[src/rtl/core/chul_pkg.sv]
// chul_pkg: types, constants and helpers for the convex hull unit
// used by chul_cross and convex_hull_monotone_chain_unit; depends on nothing
package chul_pkg;

  localparam int MAX_POINTS = 32;
  localparam int COORD_BITS = 16;
  localparam int IDX_W = $clog2(MAX_POINTS);
  localparam int CNT_W = $clog2(MAX_POINTS + 1);
  localparam int STK_DEPTH = 2 * MAX_POINTS;
  localparam int STK_AW = $clog2(STK_DEPTH);
  localparam int TOP_W = $clog2(STK_DEPTH + 1);
  localparam int PT_W = 2 * COORD_BITS;

  typedef struct packed {
    logic signed [COORD_BITS-1:0] x;
    logic signed [COORD_BITS-1:0] y;
  } point_t;

  typedef struct packed {
    logic signed [15:0] point_x;
    logic signed [15:0] point_y;
    logic               last_point;
  } in_t;

  typedef struct packed {
    logic signed [15:0] hull_x;
    logic signed [15:0] hull_y;
    logic               is_last;
    logic [5:0]         vertex_count;
    logic               points_dropped;
  } out_t;

  typedef enum logic [3:0] {
    S_IDLE,
    S_INS_CMP,
    S_INS_PUT,
    S_H_RD,
    S_H_RDB,
    S_H_CHK,
    S_H_MUL,
    S_H_CMP,
    S_H_RDS,
    S_H_RDO,
    S_E_RS,
    S_E_RP,
    S_E_OUT
  } state_t;

  // strict (x, then y) order
  function automatic logic precedes(input point_t a, input point_t b);
    precedes = (a.x < b.x) || ((a.x == b.x) && (a.y < b.y));
  endfunction

endpackage

[src/rtl/core/chul_ram.sv]
// chul_ram: generic one-write one-read memory with registered read data
// depends on nothing
module chul_ram #(
  parameter int WIDTH = 8,
  parameter int DEPTH = 16
) (
  input  logic                     clk,
  input  logic                     we,
  input  logic [$clog2(DEPTH)-1:0] waddr,
  input  logic [WIDTH-1:0]         wdata,
  input  logic [$clog2(DEPTH)-1:0] raddr,
  output logic [WIDTH-1:0]         rdata
);

  logic [WIDTH-1:0] mem [DEPTH];

  always_ff @(posedge clk) begin
    if (we) begin
      mem[waddr] <= wdata;
    end
    rdata <= mem[raddr];
  end

endmodule

[src/rtl/core/chul_cross.sv]
// chul_cross: registered exact cross product and turn test
// depends on chul_pkg
module chul_cross (
  input  logic            clk,
  input  chul_pkg::point_t o,
  input  chul_pkg::point_t a,
  input  chul_pkg::point_t b,
  output logic            not_left
);

  localparam int DW = chul_pkg::COORD_BITS + 1;
  localparam int PW = 2 * DW;

  logic signed [DW-1:0] dax, day, dbx, dby;
  logic signed [PW-1:0] p1_r, p2_r;
  logic signed [PW:0]   diff;

  assign dax = {a.x[chul_pkg::COORD_BITS-1], a.x} - {o.x[chul_pkg::COORD_BITS-1], o.x};
  assign day = {a.y[chul_pkg::COORD_BITS-1], a.y} - {o.y[chul_pkg::COORD_BITS-1], o.y};
  assign dbx = {b.x[chul_pkg::COORD_BITS-1], b.x} - {o.x[chul_pkg::COORD_BITS-1], o.x};
  assign dby = {b.y[chul_pkg::COORD_BITS-1], b.y} - {o.y[chul_pkg::COORD_BITS-1], o.y};

  always_ff @(posedge clk) begin
    p1_r <= dax * dby;
    p2_r <= day * dbx;
  end

  assign diff = {p1_r[PW-1], p1_r} - {p2_r[PW-1], p2_r};
  assign not_left = diff[PW] || (diff == '0);

endmodule

[src/rtl/core/convex_hull_monotone_chain_unit.sv]
// Convex hull of a point set, monotone chain method. A point is taken when start is high
// and busy low; each point is inserted into a sorted point memory on arrival, moving every
// entry that sorts after it up by one place. The point carrying last_point starts the hull
// pass, which works through both chains one read at a time on the single read port of the
// point and stack memories. Vertices then leave one at a time, each on out_vertex for one
// cycle with out_valid high; the receiver cannot stall them. A set of one point gives no
// vertex. Points beyond capacity are dropped and flagged on every vertex of the run.
// depends on chul_pkg, chul_ram, chul_cross
module convex_hull_monotone_chain_unit (
  input  logic           clk,
  input  logic           rst_n,
  input  logic           start,
  output logic           busy,
  input  chul_pkg::in_t  in_point,
  output logic           out_valid,
  output chul_pkg::out_t out_vertex
);

  localparam int IW = chul_pkg::IDX_W;
  localparam int CW = chul_pkg::CNT_W;
  localparam int SW = chul_pkg::STK_AW;
  localparam int TW = chul_pkg::TOP_W;

  chul_pkg::state_t state_r, state_nxt;
  logic [CW-1:0] count_r, count_nxt, j_r, j_nxt;
  logic          ovf_r, ovf_nxt, last_r, last_nxt, upper_r, upper_nxt;
  logic [IW-1:0] i_r, i_nxt;
  logic [TW-1:0] top_r, top_nxt, base_r, base_nxt, k_r, k_nxt, total_r, total_nxt;
  chul_pkg::point_t key_r, key_nxt, pa_r, pa_nxt, po_r, po_nxt, pb_r, pb_nxt;
  logic          out_valid_r, out_valid_nxt;
  chul_pkg::out_t out_r, out_nxt;

  logic          pw_en;
  logic [IW-1:0] pw_addr, pr_addr;
  chul_pkg::point_t pw_data, pr_data;
  logic          sw_en;
  logic [SW-1:0] sw_addr, sr_addr;
  logic [IW-1:0] sw_data, sr_data;
  logic          not_left;
  chul_pkg::point_t in_pt;
  logic [TW-1:0] top_dn;
  logic [CW-1:0] n_last;

  chul_ram #(.WIDTH(chul_pkg::PT_W), .DEPTH(chul_pkg::MAX_POINTS)) u_pts (
    .clk(clk), .we(pw_en), .waddr(pw_addr), .wdata(pw_data),
    .raddr(pr_addr), .rdata(pr_data)
  );

  chul_ram #(.WIDTH(IW), .DEPTH(chul_pkg::STK_DEPTH)) u_stk (
    .clk(clk), .we(sw_en), .waddr(sw_addr), .wdata(sw_data),
    .raddr(sr_addr), .rdata(sr_data)
  );

  chul_cross u_cross (.clk(clk), .o(po_r), .a(pa_r), .b(pb_r), .not_left(not_left));

  assign in_pt.x = in_point.point_x;
  assign in_pt.y = in_point.point_y;
  assign top_dn = top_r - TW'(1);
  assign n_last = count_r - CW'(1);
  assign busy = (state_r != chul_pkg::S_IDLE);
  assign out_valid = out_valid_r;
  assign out_vertex = out_r;

  always_ff @(posedge clk) begin
    if (!rst_n) begin
      state_r <= chul_pkg::S_IDLE;
      count_r <= '0;
      ovf_r <= 1'b0;
      out_valid_r <= 1'b0;
      top_r <= '0;
      base_r <= '0;
      upper_r <= 1'b0;
      k_r <= '0;
      total_r <= '0;
      i_r <= '0;
      j_r <= '0;
      last_r <= 1'b0;
    end else begin
      state_r <= state_nxt;
      count_r <= count_nxt;
      ovf_r <= ovf_nxt;
      out_valid_r <= out_valid_nxt;
      top_r <= top_nxt;
      base_r <= base_nxt;
      upper_r <= upper_nxt;
      k_r <= k_nxt;
      total_r <= total_nxt;
      i_r <= i_nxt;
      j_r <= j_nxt;
      last_r <= last_nxt;
    end
  end

  always_ff @(posedge clk) begin
    key_r <= key_nxt;
    pa_r <= pa_nxt;
    po_r <= po_nxt;
    pb_r <= pb_nxt;
    out_r <= out_nxt;
  end

  always_comb begin
    state_nxt = state_r;
    count_nxt = count_r;
    ovf_nxt = ovf_r;
    top_nxt = top_r;
    base_nxt = base_r;
    upper_nxt = upper_r;
    k_nxt = k_r;
    total_nxt = total_r;
    i_nxt = i_r;
    j_nxt = j_r;
    last_nxt = last_r;
    key_nxt = key_r;
    pa_nxt = pa_r;
    po_nxt = po_r;
    pb_nxt = pb_r;
    out_nxt = out_r;
    out_valid_nxt = 1'b0;
    pw_en = 1'b0;
    pw_addr = j_r[IW-1:0];
    pw_data = key_r;
    pr_addr = '0;
    sw_en = 1'b0;
    sw_addr = top_r[SW-1:0];
    sw_data = i_r;
    sr_addr = '0;

    case (state_r)
      chul_pkg::S_IDLE: begin
        if (start) begin
          key_nxt = in_pt;
          last_nxt = in_point.last_point;
          j_nxt = count_r;
          if (count_r == CW'(chul_pkg::MAX_POINTS)) begin
            ovf_nxt = 1'b1;
            if (in_point.last_point) begin
              state_nxt = chul_pkg::S_H_RD;
              top_nxt = '0;
              base_nxt = '0;
              upper_nxt = 1'b0;
              i_nxt = '0;
            end
          end else if (count_r == '0) begin
            pw_en = 1'b1;
            pw_addr = '0;
            pw_data = in_pt;
            count_nxt = CW'(1);
            if (in_point.last_point) begin
              state_nxt = chul_pkg::S_H_RD;
              top_nxt = '0;
              base_nxt = '0;
              upper_nxt = 1'b0;
              i_nxt = '0;
            end
          end else begin
            pr_addr = n_last[IW-1:0];
            state_nxt = chul_pkg::S_INS_CMP;
          end
        end
      end

      chul_pkg::S_INS_CMP: begin
        pw_en = 1'b1;
        pw_addr = j_r[IW-1:0];
        if (chul_pkg::precedes(key_r, pr_data)) begin
          pw_data = pr_data;
          j_nxt = j_r - CW'(1);
          if (j_r == CW'(1)) begin
            state_nxt = chul_pkg::S_INS_PUT;
          end else begin
            pr_addr = IW'(j_r - CW'(2));
          end
        end else begin
          pw_data = key_r;
          count_nxt = count_r + CW'(1);
          state_nxt = last_r ? chul_pkg::S_H_RD : chul_pkg::S_IDLE;
          top_nxt = '0;
          base_nxt = '0;
          upper_nxt = 1'b0;
          i_nxt = '0;
        end
      end

      chul_pkg::S_INS_PUT: begin
        pw_en = 1'b1;
        pw_addr = '0;
        pw_data = key_r;
        count_nxt = count_r + CW'(1);
        state_nxt = last_r ? chul_pkg::S_H_RD : chul_pkg::S_IDLE;
        top_nxt = '0;
        base_nxt = '0;
        upper_nxt = 1'b0;
        i_nxt = '0;
      end

      chul_pkg::S_H_RD: begin
        pr_addr = i_r;
        state_nxt = chul_pkg::S_H_RDB;
      end

      chul_pkg::S_H_RDB: begin
        pb_nxt = pr_data;
        state_nxt = chul_pkg::S_H_CHK;
      end

      chul_pkg::S_H_CHK, chul_pkg::S_H_CMP: begin
        if (state_r == chul_pkg::S_H_CHK && (top_r - base_r) >= TW'(2)) begin
          state_nxt = chul_pkg::S_H_MUL;
        end else if (state_r == chul_pkg::S_H_CMP && not_left) begin
          // pop the top of the chain
          top_nxt = top_dn;
          pa_nxt = po_r;
          if ((top_dn - base_r) >= TW'(2)) begin
            sr_addr = SW'(top_r - TW'(3));
            state_nxt = chul_pkg::S_H_RDS;
          end else begin
            state_nxt = chul_pkg::S_H_CHK;
          end
        end else begin
          // push the new point
          sw_en = 1'b1;
          sw_addr = top_r[SW-1:0];
          sw_data = i_r;
          po_nxt = pa_r;
          pa_nxt = pb_r;
          if (!upper_r) begin
            if ({1'b0, i_r} == n_last) begin
              top_nxt = top_r;
              base_nxt = top_r;
              upper_nxt = 1'b1;
            end else begin
              top_nxt = top_r + TW'(1);
              i_nxt = i_r + IW'(1);
            end
            state_nxt = chul_pkg::S_H_RD;
          end else if (i_r == '0) begin
            top_nxt = top_r;
            total_nxt = top_r;
            k_nxt = '0;
            if (top_r == '0) begin
              count_nxt = '0;
              ovf_nxt = 1'b0;
              state_nxt = chul_pkg::S_IDLE;
            end else begin
              state_nxt = chul_pkg::S_E_RS;
            end
          end else begin
            top_nxt = top_r + TW'(1);
            i_nxt = i_r - IW'(1);
            state_nxt = chul_pkg::S_H_RD;
          end
        end
      end

      chul_pkg::S_H_MUL: begin
        state_nxt = chul_pkg::S_H_CMP;
      end

      chul_pkg::S_H_RDS: begin
        pr_addr = sr_data;
        state_nxt = chul_pkg::S_H_RDO;
      end

      chul_pkg::S_H_RDO: begin
        po_nxt = pr_data;
        state_nxt = chul_pkg::S_H_CHK;
      end

      chul_pkg::S_E_RS: begin
        sr_addr = k_r[SW-1:0];
        state_nxt = chul_pkg::S_E_RP;
      end

      chul_pkg::S_E_RP: begin
        pr_addr = sr_data;
        state_nxt = chul_pkg::S_E_OUT;
      end

      chul_pkg::S_E_OUT: begin
        out_valid_nxt = 1'b1;
        out_nxt.hull_x = pr_data.x;
        out_nxt.hull_y = pr_data.y;
        out_nxt.is_last = ((k_r + TW'(1)) == total_r);
        out_nxt.vertex_count = total_r[5:0];
        out_nxt.points_dropped = ovf_r;
        k_nxt = k_r + TW'(1);
        if ((k_r + TW'(1)) == total_r) begin
          count_nxt = '0;
          ovf_nxt = 1'b0;
          state_nxt = chul_pkg::S_IDLE;
        end else begin
          state_nxt = chul_pkg::S_E_RS;
        end
      end

      default: begin
        state_nxt = chul_pkg::S_IDLE;
      end
    endcase
  end

endmodule
[config.mk]
export PLATFORM = sky130hd
export DESIGN_NAME = convex_hull_monotone_chain_unit
export DESIGN_NICKNAME = d
export VERILOG_FILES = /design/src/rtl/core/chul_pkg.sv /design/src/rtl/core/chul_ram.sv /design/src/rtl/core/chul_cross.sv /design/src/rtl/core/convex_hull_monotone_chain_unit.sv
export SDC_FILE = /design/constraint.sdc
export NUM_CORES = 2
export LEC_CHECK = 0
export BUFFER_PORTS_ARGS = -buffer_cell sky130_fd_sc_hd__buf_2
export CORE_UTILIZATION = 30
export CTS_BUF_LIST = sky130_fd_sc_hd__clkbuf_4
export DETAILED_ROUTE_END_ITERATION = 10
export PLACE_DENSITY = 0.43
export SKIP_CTS_REPAIR_TIMING = 1
export SYNTH_ARGS = -nofsm -noshare
export SYNTH_HDL_FRONTEND = slang
export SYNTH_HIERARCHICAL = 1
export SYNTH_SLANG_ARGS = --single-unit
[constraint.sdc]
create_clock -name clk -period 9.4 [get_ports clk]
set_clock_uncertainty 0.1 [all_clocks]
set_input_delay 2.35 -clock clk [delete_from_list [all_inputs] [get_ports clk]]
set_output_delay 2.35 -clock clk [all_outputs]
set_load 0.01 [all_outputs]
==> metrics.txt <==
# TYPE chip_impl_metric gauge
chip_impl_metric{name="p_clk_share",unit="%"} 15.5
chip_impl_info{name="worstSetupStartpoint",value="po_r[0]$_DFFE_PP_"} 1
chip_impl_metric{name="power.share.combinational",unit="%"} 59.7
chip_impl_metric{name="start_util",unit="%"} 30.2
chip_impl_metric{name="totalNegativeSetupSlack",unit="ns"} 0
chip_impl_metric{name="num_cts_buffers",unit=""} 449
chip_impl_metric{name="layout.nets",unit=""} 8660
chip_impl_metric{name="maxSlewHeadroom",unit="%"} 20.5
chip_impl_metric{name="gp_routability_congestion",unit=""} 0.864
chip_impl_metric{name="p_leak",unit="nW"} 39.6
chip_impl_metric{name="yosysSeqAreaShare",unit="%"} 52.1
chip_impl_metric{name="synth_area_per_cell",unit="µm²"} 12.8
chip_impl_info{name="critPathLaunchType",value="flop"} 1
chip_impl_metric{name="placed_area",unit="µm²"} 99400
chip_impl_metric{name="final_min_period_over_clock_period",unit="%"} 95.4
chip_impl_metric{name="routed_wire_length",unit="µm"} 282000
chip_impl_metric{name="worstPathMaxFanout",unit=""} 3
chip_impl_metric{name="via_count_of_the_first_global_routing_pass",unit=""} 61000
chip_impl_metric{name="finalWorstPathRequiredPeriod",unit="ns"} 8.97
chip_impl_metric{name="synth_cell_type_count",unit=""} 114
chip_impl_metric{name="filler_cell_count",unit=""} 30600
chip_impl_metric{name="synth_enable_flop_cells",unit=""} 1512
chip_impl_metric{name="arrival",unit="ns"} 10.15
chip_impl_metric{name="grt_antenna_before_repair",unit=""} 20
chip_impl_metric{name="rows",unit=""} 204
chip_impl_metric{name="cp.required",unit="ns"} 10.58
chip_impl_metric{name="detailedPlacementHpwl",unit="µm"} 191000
chip_impl_metric{name="slew_viol_final",unit=""} 0
chip_impl_metric{name="grt_first_pass_wirelength",unit="µm"} 413000
chip_impl_metric{name="core-area",unit="µm²"} 309000
chip_impl_metric{name="fmaxAchievable",unit="GHz"} 0.111
chip_impl_metric{name="dieHeight",unit="µm"} 559
chip_impl_metric{name="final_instance_area",unit="µm²"} 105000
chip_impl_metric{name="share_of_layout_cells_above_drive_strength_1",unit="%"} 15.9
chip_impl_metric{name="power.switching_fraction",unit="%"} 44.3
chip_impl_metric{name="synthToLayoutAreaGrowth",unit="%"} 12.9
chip_impl_metric{name="detailedRoute.firstPassIterationCount",unit=""} 11
chip_impl_metric{name="detail_route.iter0.violations",unit=""} 4081
chip_impl_info{name="run_status",value="finished, violations left"} 1
chip_impl_metric{name="synth-seq-cells",unit=""} 1670
chip_impl_metric{name="maximum_number_of_pins_on_one_net_before_global_route_repair",unit=""} 96
chip_impl_info{name="violations",value="design-rule violations"} 1
chip_impl_metric{name="power_density",unit="nW/µm²"} 402
chip_impl_metric{name="synthArstFlopShare",unit="%"} 0
chip_impl_info{name="synthFlopType",value="sky130_fd_sc_hd__edfxtp_1"} 1
chip_impl_metric{name="cts-root-to-sink-buffers",unit=""} 4
chip_impl_metric{name="globalRouteTotalUtil",unit="%"} 17.8
chip_impl_metric{name="clock_sinks",unit=""} 1670
chip_impl_metric{name="place.port_buffers",unit=""} 77
chip_impl_metric{name="final_cell_count_no_fill",unit=""} 12200
chip_impl_metric{name="max-cap-violations",unit=""} 0
chip_impl_metric{name="max-vdd-ir-drop",unit="mV"} 0.633
chip_impl_metric{name="synth_area",unit="µm²"} 93200
chip_impl_info{name="worst_setup_path_end_kind",value="flop"} 1
chip_impl_info{name="worst_hold_path_class",value="flop to flop"} 1
chip_impl_metric{name="synth_top_cell_area_share",unit="%"} 48.7
chip_impl_metric{name="die-width",unit="µm"} 559
chip_impl_metric{name="clk_pin_slew",unit="ns"} 0.07
chip_impl_metric{name="detail_route.drc_violations",unit=""} 12
chip_impl_metric{name="routed_vias",unit=""} 58900
chip_impl_metric{name="placedCellCount",unit=""} 11400
chip_impl_info{name="path_class",value="flop to flop"} 1
chip_impl_metric{name="antenna_violating_nets_post_route",unit=""} 0
chip_impl_metric{name="p_sw",unit="W"} 0.0187
chip_impl_metric{name="route.detailed.wl_per_inst",unit="µm"} 23.2
chip_impl_metric{name="report.final.setup_viol",unit=""} 0
chip_impl_metric{name="cp_slowest_stage_delay",unit="ns"} 0.57
chip_impl_metric{name="top_level_ports",unit=""} 78
chip_impl_metric{name="synthesis.yosys.warnings",unit=""} 6
chip_impl_metric{name="worst_pin_slew",unit="ns"} 1.19
chip_impl_metric{name="power.share.sequential",unit="%"} 24.8
chip_impl_info{name="cts-root-buf",value="sky130_fd_sc_hd__clkbuf_4"} 1
chip_impl_metric{name="postSynthNetCount",unit=""} 8220
chip_impl_info{name="post-synth-top-area-cell",value="sky130_fd_sc_hd__edfxtp_1"} 1
chip_impl_metric{name="floorplan.die_area",unit="µm²"} 313000
chip_impl_metric{name="clock_latency",unit="ns"} 1.44
chip_impl_metric{name="p_int",unit="W"} 0.0236
chip_impl_info{name="crit_path_top_delay_cell",value="sky130_fd_sc_hd__fa_1"} 1
chip_impl_info{name="synth_top_cells_by_count",value="1512 x sky130_fd_sc_hd__edfxtp_1, 810 x sky130_fd_sc_hd__inv_1, 653 x sky130_fd_sc_hd__nand2_1"} 1
chip_impl_info{name="path_common_cell",value="sky130_fd_sc_hd__fa_1"} 1
chip_impl_info{name="clock_tree_from_tritoncts",value="done"} 1
chip_impl_info{name="synth_top_cells_by_area",value="sky130_fd_sc_hd__edfxtp_1 49%, sky130_fd_sc_hd__fa_1 13%, sky130_fd_sc_hd__mux2i_1 5.9%, sky130_fd_sc_hd__ha_1 4.3%, sky130_fd_sc_hd__dfxtp_1 3.4%"} 1
chip_impl_metric{name="grt_overflow_total",unit=""} 0
chip_impl_metric{name="vias_per_cell",unit=""} 4.84
chip_impl_info{name="grt_setup_unrepaired",value="no"} 1
chip_impl_info{name="hp-start",value="base_r[5]$_SDFFE_PN0P_"} 1
chip_impl_metric{name="synthesis.instances",unit=""} 7260
chip_impl_metric{name="htreeDepth",unit=""} 5
chip_impl_metric{name="timing.final.hold_violations",unit=""} 0
chip_impl_info{name="worst_r2r_start",value="po_r[0]$_DFFE_PP_"} 1
chip_impl_info{name="yosys.cell_count.top_type",value="sky130_fd_sc_hd__edfxtp_1"} 1
[stage by stage]
stage          hold WS, ns  setup slack, ns  utilization, %  power, W
4_1_cts              0.362            0.155            34.0    0.0429
5_1_grt              0.386           0.0186            34.1    0.0462
2_1_floorplan        0.302            0.823               -    0.0286
3_5_place_dp         0.353            0.152            32.1    0.0360
3_3_place_gp         0.346            0.201            32.1    0.0359
6_report             0.361            0.428            34.1    0.0423
[cells in the final DEF, fill, tap and decap left out, types with 24 or more instances in the layout]
| master | netlist | layout |
|---|---|---|
| sky130_fd_sc_hd__a211oi_1 | 25 | 24 |
| sky130_fd_sc_hd__a21o_1 | 77 | 77 |
| sky130_fd_sc_hd__a21oi_1 | 230 | 229 |
| sky130_fd_sc_hd__a22o_1 | 71 | 71 |
| sky130_fd_sc_hd__a22oi_1 | 102 | 102 |
| sky130_fd_sc_hd__a31oi_1 | 59 | 59 |
| sky130_fd_sc_hd__and2_1 | 44 | 43 |
| sky130_fd_sc_hd__buf_2 | 64 | 77 |
| sky130_fd_sc_hd__buf_4 | 38 | 206 |
| sky130_fd_sc_hd__clkbuf_4 | 2 | 677 |
| sky130_fd_sc_hd__clkinv_1 | 1 | 85 |
| sky130_fd_sc_hd__dfxtp_1 | 158 | 153 |
| sky130_fd_sc_hd__edfxtp_1 | 1512 | 1512 |
| sky130_fd_sc_hd__fa_1 | 601 | 601 |
| sky130_fd_sc_hd__ha_1 | 323 | 323 |
| sky130_fd_sc_hd__inv_1 | 810 | 809 |
| sky130_fd_sc_hd__mux2_2 | 38 | 38 |
| sky130_fd_sc_hd__mux2i_1 | 551 | 551 |
| sky130_fd_sc_hd__mux4_2 | 65 | 65 |
| sky130_fd_sc_hd__nand2_1 | 653 | 652 |
| sky130_fd_sc_hd__nand2b_1 | 61 | 59 |
| sky130_fd_sc_hd__nand3_1 | 184 | 183 |
| sky130_fd_sc_hd__nor2_1 | 458 | 423 |
| sky130_fd_sc_hd__nor2_4 | 3 | 38 |
| sky130_fd_sc_hd__nor2b_1 | 81 | 80 |
| sky130_fd_sc_hd__nor3_1 | 94 | 93 |
| sky130_fd_sc_hd__o21a_1 | 25 | 25 |
| sky130_fd_sc_hd__o21ai_0 | 93 | 86 |
| sky130_fd_sc_hd__o21ai_1 | 46 | 49 |
| sky130_fd_sc_hd__or2_2 | 27 | 27 |
| sky130_fd_sc_hd__xnor2_1 | 126 | 121 |
| sky130_fd_sc_hd__xor2_1 | 56 | 54 |
[state kept, by name, indices dropped and copies added (netlist names)]
| signal | flops |
|---|---|
| base_r | 7 |
| count_r | 6 |
| i_r | 5 |
| j_r | 6 |
| k_r | 7 |
| key_r | 32 |
| last_r | 1 |
| out_valid | 1 |
| out_vertex | 40 |
| ovf_r | 1 |
| pa_r | 32 |
| pb_r | 32 |
| po_r | 32 |
| state_r | 4 |
| top_r | 7 |
| total_r | 7 |
| u_cross/p1_r | 34 |
| u_cross/p2_r | 34 |
| u_pts/mem | 1024 |
| u_pts/rdata | 32 |
| u_stk/mem | 320 |
| u_stk/rdata | 5 |
| upper_r | 1 |
[power groups by stage]
stage               sequential (W)  combinational (W)  clock, W
floorplan                   0.0103             0.0183         0
global placement            0.0107             0.0252         0
detailed placement          0.0107             0.0253         0
CTS                         0.0105             0.0255   0.00683
global route                0.0105             0.0285   0.00717
finish                      0.0105             0.0252   0.00655
[critical path, delay by kind of cell (launching register included)]
family                   cells  cell delay [ns]
AND/OR/NAND/NOR              4             0.65
XOR/XNOR                     1             0.13
flip-flops                   1             0.42
adder cells (fa/ha/maj)      9             4.18
AO/OA/AOI/OAI               16             2.89
buffers and inverters        5             0.52
[cells by family after synthesis]
| family | Yosys count | share of synthesized area (%) |
|---|---|---|
| buf+inv | 1119 | 5.00 |
| fa+ha+maj | 924 | 17.2 |
| flops | 1670 | 52.1 |
| mux | 666 | 8.27 |
| xor+xnor | 186 | 1.79 |
| compound gates | 943 | 7.05 |
| simple gates | 1752 | 8.55 |
[path summary, 6_finish.rpt]
check	slack [ns]	to	cells past startpoint
worst min register to register	0.36	base_r[5]$_SDFFE_PN0P_	2
worst max-delay path	0.43	u_cross/p1_r[32]$_DFF_P_	35
worst max register to register	0.43	u_cross/p1_r[32]$_DFF_P_	35
worst min-delay path	0.36	base_r[5]$_SDFFE_PN0P_	2
[layer usage]
layer  global-route usage [%]  routed length, µm  vias up
met1                     22.7             122000    30300
met4                     5.30               7360        2
li1                         -                  -    26800
met2                     30.8             140000     1423
met3                     2.80              12300      385
met5                        0                 13        -
[layout make-up]
class	count	area (µm²)	share of cell area, %
antenna	10	25.0	0.0238
clock buffer	677	5080	4.83
clock inverter	121	734	0.698
inverter	811	3040	2.89
multi-input combinational	4471	40400	38.4
sequential	1670	48600	46.1
tap	4120	5150	4.90
timing repair buffer	297	2210	2.10
(Power assumes the default switching activity.)
